==> src/rtl/rcm_pkg.sv <==
// Shared types and constants for the rectangle coordinate mapper.
// Holds the beat structs, register map, action codes and datapath widths.
// No dependencies.
package rcm_pkg;

    localparam int FIELD_W = 16;
    localparam int DEN_W   = 16;
    // signed offset of a coordinate from its rectangle origin
    localparam int N_W     = 18;
    // |offset * extent| + extent/2
    localparam int MAG_W   = N_W - 1 + DEN_W + 1;
    // signed value ahead of saturation
    localparam int VAL_W   = MAG_W + 2;
    localparam int LANES   = 4;
    localparam int ADDR_W  = 5;
    localparam int DATA_W  = 32;

    localparam int OR_SWAP     = 0;
    localparam int OR_MIRROR_X = 1;
    localparam int OR_MIRROR_Y = 2;

    typedef enum logic [1:0] {
        ACT_MAP_PT,
        ACT_UNMAP_PT,
        ACT_MAP_RECT,
        ACT_UNMAP_RECT
    } action_t;

    typedef enum logic [2:0] {
        REG_FROM_MIN,
        REG_FROM_MAX,
        REG_TO_MIN,
        REG_TO_MAX,
        REG_ORIENT
    } reg_idx_t;

    typedef struct packed {
        action_t                    action;
        logic signed [FIELD_W-1:0]  in_x;
        logic signed [FIELD_W-1:0]  in_y;
        logic signed [FIELD_W-1:0]  in_x2;
        logic signed [FIELD_W-1:0]  in_y2;
    } in_t;

    typedef struct packed {
        logic signed [FIELD_W-1:0]  out_x;
        logic signed [FIELD_W-1:0]  out_y;
        logic signed [FIELD_W-1:0]  out_x2;
        logic signed [FIELD_W-1:0]  out_y2;
        logic                       bad_rect;
    } out_t;

    typedef struct packed {
        logic [DATA_W-1:0] from_min;
        logic [DATA_W-1:0] from_max;
        logic [DATA_W-1:0] to_min;
        logic [DATA_W-1:0] to_max;
        logic [2:0]        orient;
    } cfg_t;

    typedef struct packed {
        logic unmap;
        logic rect;
        logic bad;
    } ctrl_t;

    localparam cfg_t CFG_RST = '{
        from_min: 32'h0000_0000,
        from_max: 32'h0001_0001,
        to_min:   32'h0000_0000,
        to_max:   32'h0001_0001,
        orient:   3'd0
    };

    function automatic logic signed [FIELD_W-1:0] lo_half(input logic [DATA_W-1:0] r);
        return $signed(r[FIELD_W-1:0]);
    endfunction

    function automatic logic signed [FIELD_W-1:0] hi_half(input logic [DATA_W-1:0] r);
        return $signed(r[DATA_W-1:FIELD_W]);
    endfunction

endpackage

==> src/rtl/rcm_obuf.sv <==
// Two-entry output buffer that decouples the pipeline from the result channel.
// Depends on rcm_pkg.
module rcm_obuf
(
    input  logic            clk,
    input  logic            rst_n,
    input  logic            push,
    input  rcm_pkg::out_t   data,
    output logic            full,
    output logic            rsp_valid,
    input  logic            rsp_ready,
    output rcm_pkg::out_t   rsp
);

    localparam logic [1:0] DEPTH = 2'd2;

    logic [1:0]     cnt_reg, cnt_next;
    rcm_pkg::out_t  head_reg, head_next;
    rcm_pkg::out_t  tail_reg, tail_next;
    logic           pop;

    assign pop       = rsp_valid && rsp_ready;
    assign rsp_valid = cnt_reg != 2'd0;
    assign full      = cnt_reg == DEPTH;
    assign rsp       = head_reg;

    always_comb
    begin
        cnt_next  = cnt_reg;
        head_next = head_reg;
        tail_next = tail_reg;
        if (push && pop)
        begin
            if (cnt_reg == 2'd1)
            begin
                head_next = data;
            end
            else
            begin
                head_next = tail_reg;
                tail_next = data;
            end
        end
        else if (push)
        begin
            cnt_next = cnt_reg + 2'd1;
            if (cnt_reg == 2'd0)
            begin
                head_next = data;
            end
            else
            begin
                tail_next = data;
            end
        end
        else if (pop)
        begin
            cnt_next  = cnt_reg - 2'd1;
            head_next = tail_reg;
        end
    end

    always_ff @(posedge clk or negedge rst_n)
    begin
        if (!rst_n)
        begin
            cnt_reg <= 2'd0;
        end
        else
        begin
            cnt_reg <= cnt_next;
        end
    end

    always_ff @(posedge clk)
    begin
        head_reg <= head_next;
        tail_reg <= tail_next;
    end

endmodule

==> config.mk <==
export PLATFORM = sky130hd
export DESIGN_NAME = rcm_obuf
export DESIGN_NICKNAME = d
export VERILOG_FILES = /design/src/rtl/rcm_pkg.sv /design/src/rtl/rcm_obuf.sv
export SDC_FILE = /design/constraint.sdc
export NUM_CORES = 1
export LEC_CHECK = 0
export ABC_CLOCK_PERIOD_IN_PS = 6960
export BUFFER_PORTS_ARGS = -buffer_cell sky130_fd_sc_hd__buf_2
export CORE_MARGIN = 2
export CORE_UTILIZATION = 52
export CTS_CLUSTER_DIAMETER = 60
export DETAILED_ROUTE_END_ITERATION = 8
export HOLD_SLACK_MARGIN = 0.06
export PLACE_DENSITY_LB_ADDON = 0.15
export SETUP_SLACK_MARGIN = 0.05
export SYNTH_ARGS = -nofsm -noshare
export SYNTH_HDL_FRONTEND = slang
export SYNTH_SLANG_ARGS = --single-unit
==> constraint.sdc <==
create_clock -name clk -period 6.96 [get_ports clk]
set_input_delay 0.696 -clock clk [delete_from_list [all_inputs] [get_ports clk]]
set_output_delay 0.696 -clock clk [all_outputs]
set_load 0.005 [all_outputs]
# Yosys cells after proc, flatten, opt, wreduce, memory -nomap -nowiden
# Index checks and enable logic that the tools add are counted.
[op_classes]
add_sub_neg = 2
eq_ne = 5
muxes = 11
n_bitwise = 1
reduce_logical = 10
[op_table]
columns = ["op", "n"]
rows = [
  ["65-bit two-way mux", 9],
  ["2-bit nonzero test", 3],
  ["2-bit two-way mux", 2],
  ["2-bit inequality test (second input constant)", 2],
  ["2-bit AND reduction", 2],
  ["3-bit by 1-bit inequality test with 1-bit output (second input constant)", 1],
  ["3-bit AND reduction", 1],
  ["3-bit nonzero test", 1],
  ["2-bit by 1-bit adder with 2-bit output (second input constant)", 1],
  ["2-bit by 1-bit == test with 1-bit output (second input constant)", 1],
  ["2-bit == test (second input constant)", 1],
  ["1-bit logical AND", 2],
  ["2-bit logical NOT", 1],
  ["2-bit by 1-bit subtractor with 2-bit output (second input constant)", 1],
  ["1-bit NOT", 1],
]
[totals]
regBits = 132
input_bits = 69
out_inout_bits = 67
wordCells = 40

# Longest topological paths before layout
# Gate-level depths: netlist of the first run.
[logic_depth]
ltp_word = 5
mapped_depth = 8

# Worst setup path after synthesis of the first run
# No wires, ideal clock.
[synth_timing]
kind = "input -> register"
start = "in rsp_ready"
end = "reg tail_reg[0] in the netlist's numbering (enable)"
arrival_time_ps = 4446
t_required_ps = 6444
slack_ps = 1998
path_stages = 3
n_path_buf = 0
cell_sequence = "nor2b_1 -> ha_1 -> mux2i_1"
[synth_between]
elab_chain_cells = 4
[synth_lines]
columns = ["item", "line_no", "text"]
rows = [
  ["from (decl)", "rcm_obuf.sv:11", "input logic rsp_ready,"],
  ["1-bit logical AND *", "rcm_obuf.sv:22", "assign pop = rsp_valid && rsp_ready;"],
  ["1-bit logical AND *", "rcm_obuf.sv:32", "if (push && pop)"],
  ["2-bit inequality test (no source line) or 2-bit nonzero test (tied branches)", "--", ""],
  ["3-bit AND reduction (no source line) *", "--", ""],
  ["to (signal assigned)", "rcm_obuf.sv:78", "tail_reg <= tail_next;"],
  ["to (decl)", "rcm_obuf.sv:19", "rcm_pkg::out_t tail_reg, tail_next;"],
]
# Mark *: on every way between the ends. The rest lies on a longest branch, timed or not.
# A chain may end at the register's enable or synchronous reset.

==> flow_summary.ini, run 1 <==
[critical_path]
required_ns = 7.20
crit_buf_inv = 2
path_common_cell = ha_1
path_delay_family = multiplexers
cp-end-kind = register
worstPathCellList = inv_1 > ha_1 > nor2b_1 > ha_1 > mux2i_4 > buf_4 > mux2_2
worstSetupPathType = reg -> reg
worstPathMaxFanout = 44
crit_slowest_cell = mux2i_4
cp-start-kind = register
slowest_delay_ns = 0.92
critPathArrivalTime_ns = 3.91

[timing]
layout_min_cycle_time_ns = 3.67
grt_setup_unrepaired = false
slew_violations = 0
worst_pin_slew_ns = 1.07
period_share_pct = 52.7
fin_tns_setup_ns = 0
setup_violations = 0
slew_headroom_pct = 26.8
fmax_mhz = 272
skew_ns = 0.00938
finalHoldViolations = 0

[routing]
wl_um = 8470
via_per_inst = 4.80
wl_met3_um = 432
wl_met1_um = 3620
drt_iter0_markers = 52
dr_wl_met2_um = 4370
ant_nets = 0
highest_layer = met4
wl_per_cell_um = 16.5
dr.pass1.iters = 4
routed-via-count = 2469
drcViolationCount = 0

[floorplan]
io_pins = 136
start_util_pct = 52.6
die_h_um = 103
fp-row-count = 36
die_w_um = 103
fp.dieArea_um2 = 10600
core_region_area_um2 = 9640

[finish]
final_cell_area_um2 = 6500
drive_above_1_share_pct = 61.4
syn_to_final_growth_pct = 28.3
nets = 442
instances_no_fill = 514
multiInputGateArea_um2 = 1070
seq_area_um2 = 3950
final_core_utilization_pct = 67.5
fill_cells = 694
diodes = 0

[placement]
dpl.cell_count = 482
gp_congestion = 0.673
dpl.hpwl_um = 5350
port_buffers = 135
dpl_cell_area_um2 = 5890

[synthesis]
ys_warn_count = 0
synth_top_flop_cell = edfxtp_1
netlist_instances = 219
synth_nets = 292
synth-seq-area-share_pct = 78.0
synth.largest_area_cell = edfxtp_1
syn-cell-area_um2 = 5070
synth_seq_cells = 132
syn_avg_cell_area_um2 = 23.2
ys_top_cells_by_area = edfxtp_1, mux2_4, mux2_2
synth.distinct_cells = 14
yosys.area.top_type_share_pct = 77.0
synth.most_common_cell = edfxtp_1
synthTopCellsByCount = edfxtp_1, mux2_4, mux2_2
synthArstFlopShare_pct = 1.52
synth-edff-count = 130

[clock_tree]
cts_tree = yes
cts.path.max_buffers = 2
clk_pin_slew_ns = 0.06
numClockSinks = 132
clock_tree.root_cell = clkbuf_8
clk_latency_ns = 0.49
htree_num_levels = 4
cts_buffers = 17

[global_route]
grt_pass1_wl_um = 12600
grt_pass1_vias = 2576
grt.total_usage_pct = 16.3
grt_overflow = 0
antenna_found_initial = 0
grt_max_degree = 66

[status]
status = finished clean

[pwr]
ir_drop_uv = 358
p_per_area_nw_per_um2 = 421
leakagePower_nw = 2.68

[run]
drv_cap = 0

[min_path]
hold_path.class = in -> reg
## layer usage
layer / GRT usage (%) / up-vias
li1: - / 1171
met1: 19.8 / 1217
met2: 27.3 / 77
met3: 4.75 / 4
met4: 7.59 / 0
met5: 0 / -
## final cells by class
type                       instances  share of cell area, %
clock buffer                      17                   6.37
clock inverter                    14                   2.89
inverter                           3                  0.173
multi-input combinational         77                   16.4
sequential                       132                   60.8
tap                              133                   2.56
timing repair buffer             138                   10.8
## worst paths after layout
kind                       cells after the start                endpoint  slack, ns              startpoint
max in group asynchronous                      2  cnt_reg[0]$_DFFE_PN0P_       6.34                   rst_n
max                                            7       rsp[10]$_DFFE_PP_       3.29  cnt_reg[0]$_DFFE_PN0P_
min                                            1   tail_reg[5]$_DFFE_PP_       0.39                 data[5]
min in group asynchronous                      2  cnt_reg[1]$_DFFE_PN0P_       0.52                   rst_n
max reg2reg                                    7       rsp[10]$_DFFE_PP_       3.29  cnt_reg[0]$_DFFE_PN0P_
min reg2reg                                    1  cnt_reg[0]$_DFFE_PN0P_       0.51  cnt_reg[0]$_DFFE_PN0P_
## kinds of logic after synthesis
kind of cell | synth area share (%)
compound gates | 0.148
xor+xnor | 0.345
fa+ha+maj | 0.987
buf+inv | 1.58
flops | 78.0
mux | 18.7
simple gates | 0.247
## power breakdown
part           switching [mW]  internal (mW)
clock network           0.313          0.578
logic                   0.293          0.275
registers              0.0640           1.21
## what timing repair did
item | CTS | global route
setup buffers | 0 | 0
hold endpoints to repair | 2 | 0
hold buffers | 1 | 0
gates resized for setup | 0 | 0
## metrics by stage
step	hold WS, ns	power (mW)	worst slack (ns)
2_1_floorplan	0.400	1.64	2.00
3_3_place_gp	0.486	1.85	3.30
3_5_place_dp	0.486	1.87	3.19
4_1_cts	0.364	2.77	3.27
5_1_grt	0.365	2.87	3.06
6_report	0.391	2.73	3.29
## layout by cell type (no fill, tap or decap)
cell and instances:
mux2i_4 2, edfxtp_1 130, clkinv_4 4, buf_4 2
nand2b_1 1, mux2i_1 1, mux2_2 15, inv_1 3
clkinv_2 2, clkbuf_16 16, mux2_4 50, clkinvlp_4 2
dfrtp_1 2, nor2b_1 1, dlygate4sd3_1 1, bufinv_16 4
xor2_1 2, buf_2 135, a21o_4 1, ha_1 4
clkbuf_8 1, clkinv_1 2
Power figures use the tool's default switching activity.
==> run 2, diff against run 1 <==
--- a/config.mk
+++ b/config.mk
@@ -5,7 +5,7 @@
 export SDC_FILE = /design/constraint.sdc
 export NUM_CORES = 1
 export LEC_CHECK = 0
-export ABC_CLOCK_PERIOD_IN_PS = 6960
+export ABC_CLOCK_PERIOD_IN_PS = 3700
 export BUFFER_PORTS_ARGS = -buffer_cell sky130_fd_sc_hd__buf_2
 export CORE_MARGIN = 2
 export CORE_UTILIZATION = 52
==> constraint.sdc (replaced) <==
create_clock -name clk -period 3.7 [get_ports clk]
set_input_delay 0.37 -clock clk [delete_from_list [all_inputs] [get_ports clk]]
set_output_delay 0.37 -clock clk [all_outputs]
set_load 0.005 [all_outputs]
==> flow_summary.ini, run 2 (same netlist as run 1, synthesis figures left out) <==
[pwr]
p_int_mw = 4.02
leakagePower_nw = 2.99
seq_power_share_pct = 44.9
power_switching_mw = 1.32
ir_drop_uv = 513
swShare_pct = 24.7
power_mw = 5.34
combPwrFrac_pct = 21.4
p_per_area_nw_per_um2 = 740
clkPwrFrac_pct = 33.7

[timing]
fin_tns_setup_ns = 0
period_share_pct = 69.9
slew_headroom_pct = 45.2
slew_violations = 0
grt_setup_unrepaired = false
fmax_mhz = 387
skew_ns = 0.00920
finalHoldViolations = 0
worst_pin_slew_ns = 0.821
layout_min_cycle_time_ns = 2.59
setup_violations = 0

[finish]
fill_cells = 620
syn_to_final_growth_pct = 42.4
layout_commonest_cell = buf_2
multiInputGateArea_um2 = 1070
seq_area_um2 = 3950
diodes = 0
instances_no_fill = 582
drive_above_1_share_pct = 53.0
final_core_utilization_pct = 74.9
nets = 509
final_cell_mix = buf_2, edfxtp_1, dlygate4sd3_1

[routing]
dr.pass1.iters = 4
drt_iter0_markers = 77
ant_nets = 0
via_per_inst = 4.64
wl_per_cell_um = 15.7
routed-via-count = 2703
wl_um = 9150
drcViolationCount = 0

[critical_path]
cp-end-kind = register
slowest_delay_ns = 0.39
r2r-start = cnt_reg[0]$_DFFE_PN0P_
worstPathMaxFanout = 52
path_common_cell = ha_1
crit_slowest_cell = mux2_2
critPathLaunch = cnt_reg[0]$_DFFE_PN0P_
worstSetupPathType = reg -> reg
worstPathCellList = inv_1 > ha_1 > nor2b_1 > ha_1 > mux2i_4 > buf_12 > mux2_2
required_ns = 3.95
cp-start-kind = register
critPathArrivalTime_ns = 2.84

[clock_tree]
cts_tree = yes
clk_pin_slew_ns = 0.06
cts.path.max_buffers = 2
cts_buffers = 17
clk_latency_ns = 0.50
htree_num_levels = 4
numClockSinks = 132
clock_tree.root_cell = clkbuf_8

[run]
drv_cap = 0

[floorplan]
core_region_area_um2 = 9640
die_h_um = 103
start_util_pct = 52.6
fp-row-count = 36
io_pins = 136
die_w_um = 103
fp.dieArea_um2 = 10600

[global_route]
grt.total_usage_pct = 17.9
grt_pass1_vias = 2816
grt_max_degree = 66
grt_overflow = 0
grt_pass1_wl_um = 13700
antenna_found_initial = 0

[placement]
gp_congestion = 0.709
port_buffers = 135
dpl.cell_count = 484
dpl.hpwl_um = 5380

[min_path]
hold_path.class = in -> async

[status]
status = finished clean
-- run 2: cell count changes in the layout (fill, tap and decap cells not counted), moves of 2 or more --
cell           change
clkinv_1           -2
clkinvlp_4         -2
dlygate4sd3_1     +65
inv_6              +3
-- run 2: critical path, delay by kind of cell (launching register included) --
kind	cells	cell delay, ns
flip-flops	1	0.38
adder cells (fa/ha/maj)	2	0.58
buffers and inverters	2	0.45
AND/OR/NAND/NOR	1	0.21
multiplexers	2	0.70
-- run 2: metal layers --
metal | share of wire (%) | track usage (%)
met1 | 43 | 21.3
met2 | 52 | 30.3
met3 | 4.5 | 6.44
met4 | 0.98 | 6.38
met5 | 0 | 0
-- run 2: repair_timing --
action / 4_1_cts / 5_1_grt
buffers inserted: 0 / 0
gates resized for setup: 0 / 0
hold endpoints to repair: 64 / 3
hold buffers: 63 / 3
-- run 2: path summary, 6_finish.rpt --
check / to / slack, ns / depth (start not counted)
setup / recovery: rsp[10]$_DFFE_PP_ / 1.11 / 7
hold / removal: cnt_reg[0]$_DFFE_PN0P_ / 0.18 / 2
setup reg to reg: rsp[10]$_DFFE_PP_ / 1.11 / 7
hold reg to reg: cnt_reg[0]$_DFFE_PN0P_ / 0.52 / 1
max in group asynchronous: cnt_reg[1]$_DFFE_PN0P_ / 3.42 / 2
min in group clk: cnt_reg[1]$_DFFE_PN0P_ / 0.34 / 3
-- run 2: metrics by stage --
step / hold WS, ns / worst slack [ns] / area [µm²]
after global placement: 0.157 / 1.22 / 5920
final: 0.178 / 1.11 / 7220
after global routing: 0.158 / 0.990 / 7220
after detailed placement: 0.159 / 1.13 / 5920
after CTS: 0.0606 / 1.11 / 7190
after floorplan: 0.0744 / 0.939 / 5080
-- run 2: power groups by stage --
stage	clock (mW)	combinational, mW	sequential [mW]
6_report	1.80	1.14	2.40
5_1_grt	1.89	1.26	2.45
4_1_cts	1.83	1.16	2.40
3_5_place_dp	0	1.11	2.42
3_3_place_gp	0	1.08	2.40
2_1_floorplan	0	0.625	2.46
-- run 2: area by class of cell --
| class | count | area share, % |
|---|---|---|
| clock buffers | 18 | 5.79 |
| well taps | 133 | 2.30 |
| flip-flops and latches | 132 | 54.7 |
| clock inverters | 14 | 3.12 |
| multi-input cells | 77 | 14.8 |
| repair buffers | 205 | 19.1 |
| inverters | 3 | 0.156 |
==> run 3, diff against run 2 <==
--- a/config.mk
+++ b/config.mk
@@ -5,10 +5,10 @@
 export SDC_FILE = /design/constraint.sdc
 export NUM_CORES = 1
 export LEC_CHECK = 0
-export ABC_CLOCK_PERIOD_IN_PS = 3700
+export ABC_CLOCK_PERIOD_IN_PS = 2300
 export BUFFER_PORTS_ARGS = -buffer_cell sky130_fd_sc_hd__buf_2
 export CORE_MARGIN = 2
-export CORE_UTILIZATION = 52
+export CORE_UTILIZATION = 47
 export CTS_CLUSTER_DIAMETER = 60
 export DETAILED_ROUTE_END_ITERATION = 8
 export HOLD_SLACK_MARGIN = 0.06
==> constraint.sdc (replaced) <==
create_clock -name clk -period 2.3 [get_ports clk]
set_input_delay 0.23 -clock clk [delete_from_list [all_inputs] [get_ports clk]]
set_output_delay 0.23 -clock clk [all_outputs]
set_load 0.005 [all_outputs]
==> flow_summary.ini, run 3 (same netlist as run 1, synthesis figures left out) <==
[timing]
setup_violations = 0
slew_violations = 0
layout_min_cycle_time_ns = 2.16
skew_ns = 0.00500
grt_setup_unrepaired = false
hold_slack_ns = 0.172
finalHoldViolations = 0
period_share_pct = 94.1
worst_pin_slew_ns = 0.331
timing.final.ws_setup_ns = 0.136
fmax_mhz = 462
slew_headroom_pct = 77.9

[floorplan]
fp-row-count = 37
core_region_area_um2 = 10400
fp.dieArea_um2 = 11600
io_pins = 136
start_util_pct = 48.7
die_h_um = 108
die_w_um = 108

[routing]
drt_iter0_markers = 122
routed-via-count = 2770
wl_per_cell_um = 16.1
ant_nets = 0
dr.pass1.iters = 4
via_per_inst = 4.64
wl_um = 9600
drcViolationCount = 0

[placement]
gp_congestion = 0.681
dpl.hpwl_um = 5730
dpl.cell_count = 491
dpl_cell_area_um2 = 6010
dp_slack_ns = -0.0180
port_buffers = 135

[clock_tree]
clk_pin_slew_ns = 0.06
cts.path.max_buffers = 2
cts_buffers = 17
numClockSinks = 132
cts_tree = yes
htree_num_levels = 4
clock_tree.root_cell = clkbuf_8
clk_latency_ns = 0.51

[min_path]
hold_path.class = in -> reg
hold_path_startpoint = push

[global_route]
grt_pass1_wl_um = 15000
grt_max_degree = 35
grt.total_usage_pct = 17.5
grt_overflow = 0
antenna_found_initial = 0
grt_pass1_vias = 2984

[finish]
instances_no_fill = 597
seq_area_um2 = 3950
nets = 521
final_cell_mix = buf_2, edfxtp_1, dlygate4sd3_1
diodes = 0
syn_to_final_growth_pct = 45.7
multiInputGateArea_um2 = 1100
final_cell_area_um2 = 7390
fill_cells = 688
layout_commonest_cell = buf_2
drive_above_1_share_pct = 53.8

[critical_path]
critPathLaunch = cnt_reg[0]$_DFFE_PN0P_
worstSetupPathType = reg -> reg
critPathArrivalTime_ns = 2.43
cp-start-kind = register
required_ns = 2.56
worstPathMaxFanout = 7
cp-end-kind = register
r2r-start = cnt_reg[0]$_DFFE_PN0P_

[run]
drv_cap = 0

[status]
status = finished clean

[pwr]
ir_drop_uv = 751
p_per_area_nw_per_um2 = 1160
leakagePower_nw = 3.05
## run 3: cell types whose count changed in the layout (fill, tap and decap cells not counted), sizes merged
cell / delta
bufinv: -1
clkbuf: +3
buf: +10
clkinvlp: +2
dlygate4sd3: +1
inv: -3
## run 3: worst paths after layout
kind                                           to  slack, ns  cells past startpoint
setup reg to reg                rsp[11]$_DFFE_PP_       0.14                      8
hold reg to reg                 rsp[27]$_DFFE_PP_       0.54                      1
max in group asynchronous  cnt_reg[1]$_DFFE_PN0P_       1.61                      3
min in group asynchronous  cnt_reg[0]$_DFFE_PN0P_       0.57                      3
setup / recovery                rsp[11]$_DFFE_PP_       0.14                      8
hold / removal             cnt_reg[0]$_DFFE_PN0P_       0.17                      3
## run 3: power by group
part           switching (mW)  internal, mW  total [mW]
sequential              0.186          3.65        3.84
combinational           0.987          1.12        2.10
clock                   0.916          1.74        2.66
total                    2.09          6.51        8.60
## run 3: area by class of cell
type | count | area share [%]
clock inverter | 12 | 2.18
inverter | 3 | 0.152
multi-input combinational | 77 | 14.9
tap | 136 | 2.30
timing repair buffer | 217 | 21.2
clock buffer | 20 | 5.76
sequential | 132 | 53.5
## run 3: critical path, stage by stage, from the launching register on
cell and delay (ns):
dfrtp_1 0.35, inv_1 0.08, ha_4 0.18, nor2b_4 0.14, ha_4 0.17, mux2i_4 0.33
buf_6 0.17, clkbuf_16 0.16, mux2_2 0.33
## run 3: what timing repair did
| item | in CTS | in global routing |
|---|---|---|
| hold endpoints to repair | 132 | 0 |
| cloned | 1 | 1 |
| endpoints found under the setup margin | 23 | 65 |
| hold buffers | 67 | 0 |
| buffers inserted | 4 | 1 |
| gates resized for setup | 5 | 2 |
## run 3: metal layers
metal | global-route usage (%) | vias to the layer above | part of all wire [%]
met3 | 5.45 | 13 | 4.7
met2 | 29.6 | 79 | 50
li1 | - | 1340 | -
met4 | 7.23 | 0 | 1.8
met1 | 20.8 | 1338 | 43
met5 | 0 | - | 0
## run 3: metrics by stage
stage / setup TNS [ns] / util (%) / total power [mW]
final: 0 / 71.0 / 8.60
after global routing: 0 / 71.0 / 9.02
after CTS: 0 / 70.5 / 8.64
after detailed placement: -0.0475 / 57.7 / 5.80
after global placement: 0 / 57.7 / 5.73
after floorplan: -23.23 / - / 4.95
